`config.mk`:
```
export PLATFORM = sky130hd
export DESIGN_NAME = infix_to_postfix_converter
export DESIGN_NICKNAME = d
export VERILOG_FILES = /design/src/design/itp_pkg.sv /design/src/design/infix_to_postfix_converter.sv /design/src/design/itp_ucode_rom.sv /design/src/design/itp_sequencer.sv /design/src/design/itp_datapath.sv
export SDC_FILE = /design/constraint.sdc
export NUM_CORES = 1
export LEC_CHECK = 0
export BUFFER_PORTS_ARGS = -buffer_cell sky130_fd_sc_hd__buf_2
export CAP_MARGIN = 20
export CORE_MARGIN = 1
export CORE_UTILIZATION = 50
export DETAILED_ROUTE_END_ITERATION = 7
export PLACE_DENSITY = 0.72
export SLEW_MARGIN = 20
export SYNTH_ARGS = -nofsm -noshare
export SYNTH_HDL_FRONTEND = slang
export SYNTH_SLANG_ARGS = --single-unit
```
`constraint.sdc`:
```
create_clock -name clk -period 8.1 [get_ports clk]
set_input_delay 0.81 -clock clk [delete_from_list [all_inputs] [get_ports clk]]
set_output_delay 0.81 -clock clk [all_outputs]
set_load 0.02 [all_outputs]
```
`src/design/itp_pkg.sv`:
```
// ----------------------------------------------------------------------------
// itp_pkg
// Shared types, character codes and microprogram encoding for the infix to
// postfix converter.
// ----------------------------------------------------------------------------
package itp_pkg;

    localparam int STACK_DEPTH_DEF = 32;
    localparam int PC_W            = 4;

    typedef logic [PC_W-1:0] pc_t;

    // ASCII characters recognized by the converter.
    localparam logic [7:0] CH_LPAREN = 8'h28;
    localparam logic [7:0] CH_RPAREN = 8'h29;
    localparam logic [7:0] CH_STAR   = 8'h2A;
    localparam logic [7:0] CH_PLUS   = 8'h2B;
    localparam logic [7:0] CH_MINUS  = 8'h2D;
    localparam logic [7:0] CH_SLASH  = 8'h2F;
    localparam logic [7:0] CH_ZERO   = 8'h30;
    localparam logic [7:0] CH_NINE   = 8'h39;
    localparam logic [7:0] CH_CARET  = 8'h5E;

    // Result status codes.
    localparam logic [1:0] ST_OK        = 2'd0;
    localparam logic [1:0] ST_OVERFLOW  = 2'd1;
    localparam logic [1:0] ST_UNMATCHED = 2'd2;

    typedef struct packed {
        logic [7:0] symbol;
        logic       end_marker;
    } infix_t;

    typedef struct packed {
        logic [7:0] out_symbol;
        logic [1:0] status;
        logic       last;
    } postfix_t;

    // Operator stack entry codes.
    typedef enum logic [2:0] {
        OP_LPAREN = 3'd0,
        OP_PLUS   = 3'd1,
        OP_MINUS  = 3'd2,
        OP_STAR   = 3'd3,
        OP_SLASH  = 3'd4,
        OP_CARET  = 3'd5
    } op_code_t;

    // Branch conditions of the microprogram.
    typedef enum logic [2:0] {
        C_NEVER,
        C_EMPTY,
        C_FULL,
        C_TOP_LP,
        C_OP_STOP
    } cond_t;

    // Datapath actions of the microprogram.
    typedef enum logic [2:0] {
        A_NOP,
        A_EMIT_SYM,
        A_EMIT_OVF,
        A_EMIT_UNM,
        A_POP_EMIT,
        A_POP,
        A_PUSH,
        A_DONE
    } act_t;

    // When the condition holds the step jumps to jt and does nothing else;
    // otherwise it performs act and continues at nx.
    typedef struct packed {
        cond_t cond;
        pc_t   jt;
        act_t  act;
        pc_t   nx;
    } ucode_t;

    // Microprogram entry points and labels.
    localparam pc_t PC_DIGIT    = 4'd0;
    localparam pc_t PC_PUSH     = 4'd1;
    localparam pc_t PC_OVF      = 4'd2;
    localparam pc_t PC_OP       = 4'd3;
    localparam pc_t PC_RP       = 4'd4;
    localparam pc_t PC_RP_LOOP  = 4'd5;
    localparam pc_t PC_UNM      = 4'd6;
    localparam pc_t PC_RP_DROP  = 4'd7;
    localparam pc_t PC_END      = 4'd8;
    localparam pc_t PC_END_LOOP = 4'd9;
    localparam pc_t PC_END_DROP = 4'd10;
    localparam pc_t PC_DONE     = 4'd11;

    // Control from the sequencer to the datapath.
    typedef struct packed {
        logic load;
        logic fire;
        act_t act;
    } dp_ctrl_t;

    // Status from the datapath to the sequencer.
    typedef struct packed {
        logic empty;
        logic full;
        logic top_lp;
        logic op_stop;
        logic pend_v;
        logic out_free;
    } dp_flags_t;

    typedef enum logic {
        SEQ_IDLE,
        SEQ_RUN
    } seq_state_t;

    function automatic op_code_t op_code(input logic [7:0] c);
        op_code_t r;
        case (c)
            CH_PLUS:  r = OP_PLUS;
            CH_MINUS: r = OP_MINUS;
            CH_STAR:  r = OP_STAR;
            CH_SLASH: r = OP_SLASH;
            CH_CARET: r = OP_CARET;
            default:  r = OP_LPAREN;
        endcase
        return r;
    endfunction

    function automatic logic [7:0] code_char(input op_code_t c);
        logic [7:0] r;
        case (c)
            OP_LPAREN: r = CH_LPAREN;
            OP_PLUS:   r = CH_PLUS;
            OP_MINUS:  r = CH_MINUS;
            OP_STAR:   r = CH_STAR;
            OP_SLASH:  r = CH_SLASH;
            OP_CARET:  r = CH_CARET;
            default:   r = 8'd0;
        endcase
        return r;
    endfunction

    function automatic logic [1:0] code_level(input op_code_t c);
        logic [1:0] r;
        case (c)
            OP_PLUS, OP_MINUS: r = 2'd1;
            OP_STAR, OP_SLASH: r = 2'd2;
            OP_CARET:          r = 2'd3;
            default:           r = 2'd0;
        endcase
        return r;
    endfunction

    function automatic pc_t entry_pc(input infix_t w);
        pc_t r;
        if (w.end_marker)
            r = PC_END;
        else if (w.symbol >= CH_ZERO && w.symbol <= CH_NINE)
            r = PC_DIGIT;
        else if (w.symbol == CH_LPAREN)
            r = PC_PUSH;
        else if (w.symbol == CH_RPAREN)
            r = PC_RP;
        else if (op_code(w.symbol) != OP_LPAREN)
            r = PC_OP;
        else
            r = PC_DONE;
        return r;
    endfunction

endpackage

```
`src/design/infix_to_postfix_converter.sv`:
```
// ----------------------------------------------------------------------------
// infix_to_postfix_converter
// Shunting-yard conversion of an infix expression, one character per word,
// into postfix order under a small microprogram.
// ----------------------------------------------------------------------------
// The infix channel takes one word per character: an ASCII symbol, or an end
// marker that flushes the operator stack. The postfix channel returns zero or
// more words per input word, each carrying a digit or operator, a status and
// a last flag on the final word that the input caused. Both channels use a
// valid/ready handshake.
// An input word is taken only while the sequencer is idle. The sequencer then
// runs one microprogram step per cycle, unless it pauses for a stalled output,
// until it is idle again. A digit or an open parenthesis takes two steps and
// an ignored character one. An operator takes three steps plus one for each
// operator it pops, and an overflow adds one step. A closing parenthesis takes
// two steps per operator it pops plus four, or plus three when it finds no
// partner. The end marker takes two steps per operator and three per open
// parenthesis it flushes, plus two. A digit passes through the holding
// register and then the output register on its way to the postfix channel.
// Reset empties the operator stack and drops any word in flight. When the
// receiver stalls, the output register holds its word, one more word waits
// in a holding register, and the sequencer pauses on its next emit or done step.
// Stack overflow or an unmatched closing parenthesis yields a final word with
// a zero symbol and an error status.
// ----------------------------------------------------------------------------
module infix_to_postfix_converter #(
    parameter int STACK_DEPTH = itp_pkg::STACK_DEPTH_DEF
) (
    input  logic               clk,
    input  logic               rst_n,
    input  logic               infix_valid,
    output logic               infix_ready,
    input  itp_pkg::infix_t    infix_word,
    output logic               postfix_valid,
    input  logic               postfix_ready,
    output itp_pkg::postfix_t  postfix_word
);
    import itp_pkg::*;

    dp_ctrl_t  ctrl;
    dp_flags_t flags;

    // The sequencer walks the microprogram and decides each step's action.
    itp_sequencer u_seq (
        .clk         (clk),
        .rst_n       (rst_n),
        .infix_valid (infix_valid),
        .infix_word  (infix_word),
        .infix_ready (infix_ready),
        .flags       (flags),
        .ctrl        (ctrl)
    );

    // The datapath owns the stack, the held word and the output register.
    itp_datapath #(
        .STACK_DEPTH (STACK_DEPTH)
    ) u_dp (
        .clk           (clk),
        .rst_n         (rst_n),
        .infix_word    (infix_word),
        .ctrl          (ctrl),
        .flags         (flags),
        .postfix_valid (postfix_valid),
        .postfix_ready (postfix_ready),
        .postfix_word  (postfix_word)
    );

endmodule

```
`src/design/itp_ucode_rom.sv`:
```
// ----------------------------------------------------------------------------
// itp_ucode_rom
// Read-only microprogram of the converter, one control word per step.
// ----------------------------------------------------------------------------
module itp_ucode_rom (
    input  itp_pkg::pc_t    pc,
    output itp_pkg::ucode_t uword
);
    import itp_pkg::*;

    always_comb
    begin
        case (pc)
            // Digit: pass it straight through.
            PC_DIGIT:    uword = '{C_NEVER,   PC_DONE,     A_EMIT_SYM, PC_DONE};
            // Push the latched code, or report overflow when full.
            PC_PUSH:     uword = '{C_FULL,    PC_OVF,      A_PUSH,     PC_DONE};
            PC_OVF:      uword = '{C_NEVER,   PC_DONE,     A_EMIT_OVF, PC_DONE};
            // Operator: pop while the top binds at least as tightly.
            PC_OP:       uword = '{C_OP_STOP, PC_PUSH,     A_POP_EMIT, PC_OP};
            // Closing parenthesis: pop down to the matching open one.
            PC_RP:       uword = '{C_EMPTY,   PC_UNM,      A_NOP,      PC_RP_LOOP};
            PC_RP_LOOP:  uword = '{C_TOP_LP,  PC_RP_DROP,  A_POP_EMIT, PC_RP};
            PC_UNM:      uword = '{C_NEVER,   PC_DONE,     A_EMIT_UNM, PC_DONE};
            PC_RP_DROP:  uword = '{C_NEVER,   PC_DONE,     A_POP,      PC_DONE};
            // End of expression: flush, dropping open parentheses.
            PC_END:      uword = '{C_EMPTY,   PC_DONE,     A_NOP,      PC_END_LOOP};
            PC_END_LOOP: uword = '{C_TOP_LP,  PC_END_DROP, A_POP_EMIT, PC_END};
            PC_END_DROP: uword = '{C_NEVER,   PC_DONE,     A_POP,      PC_END};
            default:     uword = '{C_NEVER,   PC_DONE,     A_DONE,     PC_DONE};
        endcase
    end

endmodule

```
`src/design/itp_sequencer.sv`:
```
// ----------------------------------------------------------------------------
// itp_sequencer
// Step counter and branch logic that walks the microprogram for each word.
// ----------------------------------------------------------------------------
module itp_sequencer (
    input  logic                clk,
    input  logic                rst_n,
    input  logic                infix_valid,
    input  itp_pkg::infix_t     infix_word,
    output logic                infix_ready,
    input  itp_pkg::dp_flags_t  flags,
    output itp_pkg::dp_ctrl_t   ctrl
);
    import itp_pkg::*;

    seq_state_t state_reg, state_next;
    pc_t        pc_reg, pc_next;
    ucode_t     uword;
    logic       cond_true;
    logic       needs_out;
    logic       stall;
    logic       accept;

    itp_ucode_rom u_rom (
        .pc    (pc_reg),
        .uword (uword)
    );

    always_comb
    begin
        case (uword.cond)
            C_EMPTY:   cond_true = flags.empty;
            C_FULL:    cond_true = flags.full;
            C_TOP_LP:  cond_true = flags.top_lp;
            C_OP_STOP: cond_true = flags.op_stop;
            default:   cond_true = 1'b0;
        endcase
    end

    // Any action that may move the held word to the output register.
    assign needs_out = (uword.act == A_EMIT_SYM) || (uword.act == A_EMIT_OVF) ||
                       (uword.act == A_EMIT_UNM) || (uword.act == A_POP_EMIT) ||
                       (uword.act == A_DONE);
    assign stall     = needs_out && flags.pend_v && !flags.out_free;

    // Next state and step counter.
    always_comb
    begin
        state_next = state_reg;
        pc_next    = pc_reg;
        case (state_reg)
            SEQ_IDLE:
            begin
                if (infix_valid)
                begin
                    state_next = SEQ_RUN;
                    pc_next    = entry_pc(infix_word);
                end
            end
            SEQ_RUN:
            begin
                if (cond_true)
                    pc_next = uword.jt;
                else if (!stall)
                begin
                    pc_next = uword.nx;
                    if (uword.act == A_DONE)
                        state_next = SEQ_IDLE;
                end
            end
            default:
            begin
                state_next = SEQ_IDLE;
            end
        endcase
    end

    // Outputs.
    always_comb
    begin
        infix_ready = 1'b0;
        ctrl.fire   = 1'b0;
        case (state_reg)
            SEQ_IDLE: infix_ready = 1'b1;
            SEQ_RUN:  ctrl.fire   = !cond_true && !stall;
            default:  infix_ready = 1'b0;
        endcase
        accept    = infix_valid && infix_ready;
        ctrl.load = accept;
        ctrl.act  = uword.act;
    end

    always_ff @(posedge clk or negedge rst_n)
    begin
        if (!rst_n)
        begin
            state_reg <= SEQ_IDLE;
            pc_reg    <= PC_DONE;
        end
        else
        begin
            state_reg <= state_next;
            pc_reg    <= pc_next;
        end
    end

endmodule

```
`src/design/itp_datapath.sv`:
```
// ----------------------------------------------------------------------------
// itp_datapath
// Operator stack, held result word and output register driven by the
// microprogram's actions.
// ----------------------------------------------------------------------------
module itp_datapath #(
    parameter int STACK_DEPTH = itp_pkg::STACK_DEPTH_DEF
) (
    input  logic                clk,
    input  logic                rst_n,
    input  itp_pkg::infix_t     infix_word,
    input  itp_pkg::dp_ctrl_t   ctrl,
    output itp_pkg::dp_flags_t  flags,
    output logic                postfix_valid,
    input  logic                postfix_ready,
    output itp_pkg::postfix_t   postfix_word
);
    import itp_pkg::*;

    localparam int AW = (STACK_DEPTH > 1) ? $clog2(STACK_DEPTH) : 1;
    localparam int CW = $clog2(STACK_DEPTH + 1);

    op_code_t          stack_mem [STACK_DEPTH];
    op_code_t          top_reg;
    logic [7:0]        sym_reg;
    op_code_t          code_reg;
    logic [CW-1:0]     count_reg, count_next;
    logic [CW-1:0]     count_m1;
    logic              pend_v_reg, pend_v_next;
    logic [7:0]        pend_sym_reg, pend_sym_next;
    logic [1:0]        pend_st_reg, pend_st_next;
    logic              out_v_reg, out_v_next;
    postfix_t          out_reg, out_next;
    logic              do_push;
    logic              do_pop;
    logic              do_emit;
    logic              do_done;
    logic [7:0]        emit_sym;
    logic [1:0]        emit_st;

    assign do_push = ctrl.fire && (ctrl.act == A_PUSH);
    assign do_pop  = ctrl.fire && ((ctrl.act == A_POP) || (ctrl.act == A_POP_EMIT));
    assign do_emit = ctrl.fire && ((ctrl.act == A_EMIT_SYM) || (ctrl.act == A_EMIT_OVF) ||
                                   (ctrl.act == A_EMIT_UNM) || (ctrl.act == A_POP_EMIT));
    assign do_done = ctrl.fire && (ctrl.act == A_DONE);

    always_comb
    begin
        case (ctrl.act)
            A_EMIT_SYM:
            begin
                emit_sym = sym_reg;
                emit_st  = ST_OK;
            end
            A_EMIT_OVF:
            begin
                emit_sym = 8'd0;
                emit_st  = ST_OVERFLOW;
            end
            A_EMIT_UNM:
            begin
                emit_sym = 8'd0;
                emit_st  = ST_UNMATCHED;
            end
            default:
            begin
                emit_sym = code_char(top_reg);
                emit_st  = ST_OK;
            end
        endcase
    end

    always_comb
    begin
        count_next = count_reg;
        if (do_push)
            count_next = count_reg + 1'b1;
        else if (do_pop)
            count_next = count_reg - 1'b1;
    end

    assign count_m1 = count_next - 1'b1;

    // The newest result is held back until the next result or the done step so
    // that its last flag is known when it moves to the output register.
    always_comb
    begin
        pend_v_next   = pend_v_reg;
        pend_sym_next = pend_sym_reg;
        pend_st_next  = pend_st_reg;
        out_next      = out_reg;
        out_v_next    = out_v_reg && !postfix_ready;
        if (do_emit)
        begin
            pend_v_next   = 1'b1;
            pend_sym_next = emit_sym;
            pend_st_next  = emit_st;
        end
        else if (do_done)
        begin
            pend_v_next = 1'b0;
        end
        if ((do_emit || do_done) && pend_v_reg)
        begin
            out_v_next          = 1'b1;
            out_next.out_symbol = pend_sym_reg;
            out_next.status     = pend_st_reg;
            out_next.last       = do_done;
        end
    end

    // Stack storage with a registered top-of-stack read.
    always_ff @(posedge clk)
    begin
        if (do_push)
        begin
            stack_mem[count_reg[AW-1:0]] <= code_reg;
            top_reg                      <= code_reg;
        end
        else if (count_next != '0)
        begin
            top_reg <= stack_mem[count_m1[AW-1:0]];
        end
    end

    always_ff @(posedge clk)
    begin
        if (ctrl.load)
        begin
            sym_reg  <= infix_word.symbol;
            code_reg <= op_code(infix_word.symbol);
        end
        pend_sym_reg <= pend_sym_next;
        pend_st_reg  <= pend_st_next;
        out_reg      <= out_next;
    end

    always_ff @(posedge clk or negedge rst_n)
    begin
        if (!rst_n)
        begin
            count_reg  <= '0;
            pend_v_reg <= 1'b0;
            out_v_reg  <= 1'b0;
        end
        else
        begin
            count_reg  <= count_next;
            pend_v_reg <= pend_v_next;
            out_v_reg  <= out_v_next;
        end
    end

    assign flags.empty    = (count_reg == '0);
    assign flags.full     = (count_reg == CW'(STACK_DEPTH));
    assign flags.top_lp   = (top_reg == OP_LPAREN);
    assign flags.op_stop  = flags.empty || flags.top_lp ||
                            (code_level(top_reg) < code_level(code_reg));
    assign flags.pend_v   = pend_v_reg;
    assign flags.out_free = !out_v_reg || postfix_ready;

    assign postfix_valid = out_v_reg;
    assign postfix_word  = out_reg;

endmodule

```
==> summary.txt <==
Timing
  • Max Freq: 167.0 MHz
  • Slew Viols, Final: 0
  • Worst rel slew slack: 34.66%
  • Final period util: 73.94%
  • Final min period: 5.989 ns
  • Clock skew: 0.007298 ns
  • Final setup violation count: 0
  • Final hold viol count: 0
  • Worst-Margin Slew: 0.9801 ns
  • Final setup TNS: 0 ns
  • RSZ-0062 raised after global routing: no

Die
  • Die area: 15910 µm²
  • DIE HEIGHT: 126.1 µm
  • Die W: 126.1 µm
  • I/O pins: 26
  • CORE AREA: 15150 µm²
  • Starting Density: 50.88%
  • Site row count: 45

Synthesis
  • Synth Warn #: 0
  • Yosys top cell area share: 51.05%
  • Gate Count Post-Synth: 697
  • Syn Nets: 724
  • Post-Syn Area per Cell: 11.06 µm²
  • Mapped Area: 7706 µm²
  • Largest cells by area after synthesis: edfxtp_1 51%, nand2_1 5.6%, a21oi_1 3.5%, mux2_2 3.4%, dfrtp_1 3.2%
  • Yosys reg bits: 144
  • Post-synth EDFFs: 131
  • Area leader, netlist: edfxtp_1
  • Asr flop ratio synth: 9.028%
  • Netlist cell types: 84
  • Seq/Total Area, Yosys: 55.32%
  • Post-synth top flop: edfxtp_1

Clock network
  • Clk buf depth: 2
  • H-tree Lvls: 4
  • CTS tree: built
  • Clock transition at path regs: 0.06 ns
  • Root Buffer: clkbuf_16
  • Hold_buf cts: 0
  • CTS Buf Count: 17
  • Cts repair resizes: 0
  • Sink Count: 144
  • Setup bufs post-CTS: 0
  • Clk_lat worst skew: 0.42 ns

Critical path
  • CP max stage delay: 0.87 ns
  • Reg-to-reg critical path startpoint: u_dp.code_reg[2]
  • Crit path max fanout: 19
  • Reg2reg end: u_dp.top_reg[1]
  • Critical Path End Type: register
  • Req. time, crit path: 8.33 ns
  • Reg2Reg Depth: 16
  • Critical path type: register to register
  • Crit path max-delay cell type: edfxtp_1
  • Crit path arrival time: 6.22 ns
  • Cell mode on critical path: ha_1
  • Crit path launch type: register
  • CP Cell Sequence: mux2_2, ha_1, a31oi_1, a221oi_2, o31a_1, nand2_2, a211o_4, inv_1, ha_1, xnor2_1, and4_1, o21ai_1, o22ai_1, o311ai_0, a21oi_1, o41ai_1
  • R2r setup slk: 2.11 ns

Finish
  • Filler instances: 1233
  • Max reg flops: 96
  • Layout cell share with drive strength beyond 1: 16.50%
  • Area Overhead vs Synth: 10.83%
  • Diode count: 0
  • Commonest non-fill, non-tap cell in the layout: edfxtp_1
  • Final net count: 735
  • Most frequent cells in the layout: 131 x edfxtp_1, 115 x nand2_1, 63 x nor2_1
  • Post-Layout Cell Count: 909

Route
  • Avg Vias per Cell: 6.348
  • Wire length per cell: 19.99 µm
  • Vias: 5770
  • Residual DRC: 0
  • DRT Pass-1 Iters: 7
  • Routed wire length: 18170 µm
  • Final ANT Viol Nets: 0
  • 1st-iter DRT viols: 542

Global route
  • First-pass GRT wire length: 28910 µm
  • GRT Total Usage: 24.12%
  • Number of global-route vias before repair: 5571
  • Grt total ovfl: 0
  • Initial antenna violation count: 0
  • Largest net degree at the start of global routing: 54

Status
  • Status: finished clean

Placed design
  • Post-DP HPWL: 12130 µm
  • PortBufs: 25
  • RD Place Congestion: 0.8946
  • Placed Cells: 875

Job
  • MaxCap Viol Count: 0

Hold path
  • Min-delay worst type: input port to async pin
worst max-delay path by stage:
| stage | startpoint | end | slack (ns) | cells after the start |
|---|---|---|---|---|
| floorplan | u_dp.count_reg[0] | u_dp.top_reg[0] | 3.06 | 21 |
| global placement | u_dp.code_reg[2] | u_dp.top_reg[1] | 1.78 | 16 |
| detailed placement | u_dp.code_reg[2] | u_dp.top_reg[1] | 1.55 | 16 |
| CTS | u_dp.code_reg[2] | u_dp.top_reg[1] | 1.46 | 16 |
| global route | u_dp.code_reg[2] | u_dp.top_reg[1] | 1.70 | 16 |
| finish | u_dp.code_reg[2] | u_dp.top_reg[1] | 2.11 | 16 |
critical path, delay by kind of cell, from the launching register on:
family          cells  cell delay, ns
buf+inv             1            0.06
mux                 1            0.41
compound gates      9            3.28
xor+xnor            1            0.09
fa+ha+maj           2            0.49
flops               1            0.87
simple gates        2            0.55
cells in the mapped netlist (4+ instances only):
cell type / count
ha_1: 14
o32ai_1: 5
or3b_2: 6
a21oi_1: 54
o31a_1: 5
clkbuf_1: 30
nand3_1: 7
nand2_1: 115
o31ai_1: 4
nor2_1: 63
a211oi_1: 14
edfxtp_1: 131
o22ai_1: 19
buf_2: 5
mux2_2: 23
nor3_1: 20
xor2_1: 5
o211a_1: 8
nand2b_1: 7
xnor2_1: 10
o21ai_0: 18
nand3b_1: 4
inv_1: 12
dfrtp_1: 10
nor2b_1: 13
a311o_1: 12
per-layer routing:
layer	global-route usage, %	vias up	part of all wire [%]
met5	0	-	0
met4	12.83	0	3.6
met3	5.268	60	7.2
met2	39.29	262	48
met1	30.15	2801	41
li1	-	2647	-
layout make-up:
type	count	area, µm²	share of cell area, %
Sequential cell	144	4263	49.91
Tap cell	188	235.2	2.754
Inverter	15	56.30	0.6592
Timing Repair Buffer	31	181.4	2.124
Clock inverter	14	163.9	1.919
Multi-Input combinational cell	499	3212	37.61
Clock buffer	18	429.2	5.025
stage by stage:
step	setup WS, ns	area [µm²]	util, %	hold WS [ns]
2_1_floorplan	3.061	7706	-	0.4003
3_3_place_gp	1.783	7921	52.30	0.4035
3_5_place_dp	1.553	7921	52.30	0.4045
4_1_cts	1.459	8514	56.22	0.2744
5_1_grt	1.696	8541	56.39	0.2974
6_report	2.111	8541	56.39	0.2807
cell families after synthesis:
group,Yosys count,synth area share [%]
XOR/XNOR,16,1.916
AO/OA/AOI/OAI,178,17.13
buffers and inverters,54,3.004
AND/OR/NAND/NOR,262,15.81
flip-flops,144,55.32
multiplexers,29,4.546
adder cells (fa/ha/maj),14,2.273
Power is not shown: default switching activity piles up to over one toggle a cycle in this logic, so the estimate is an artifact.
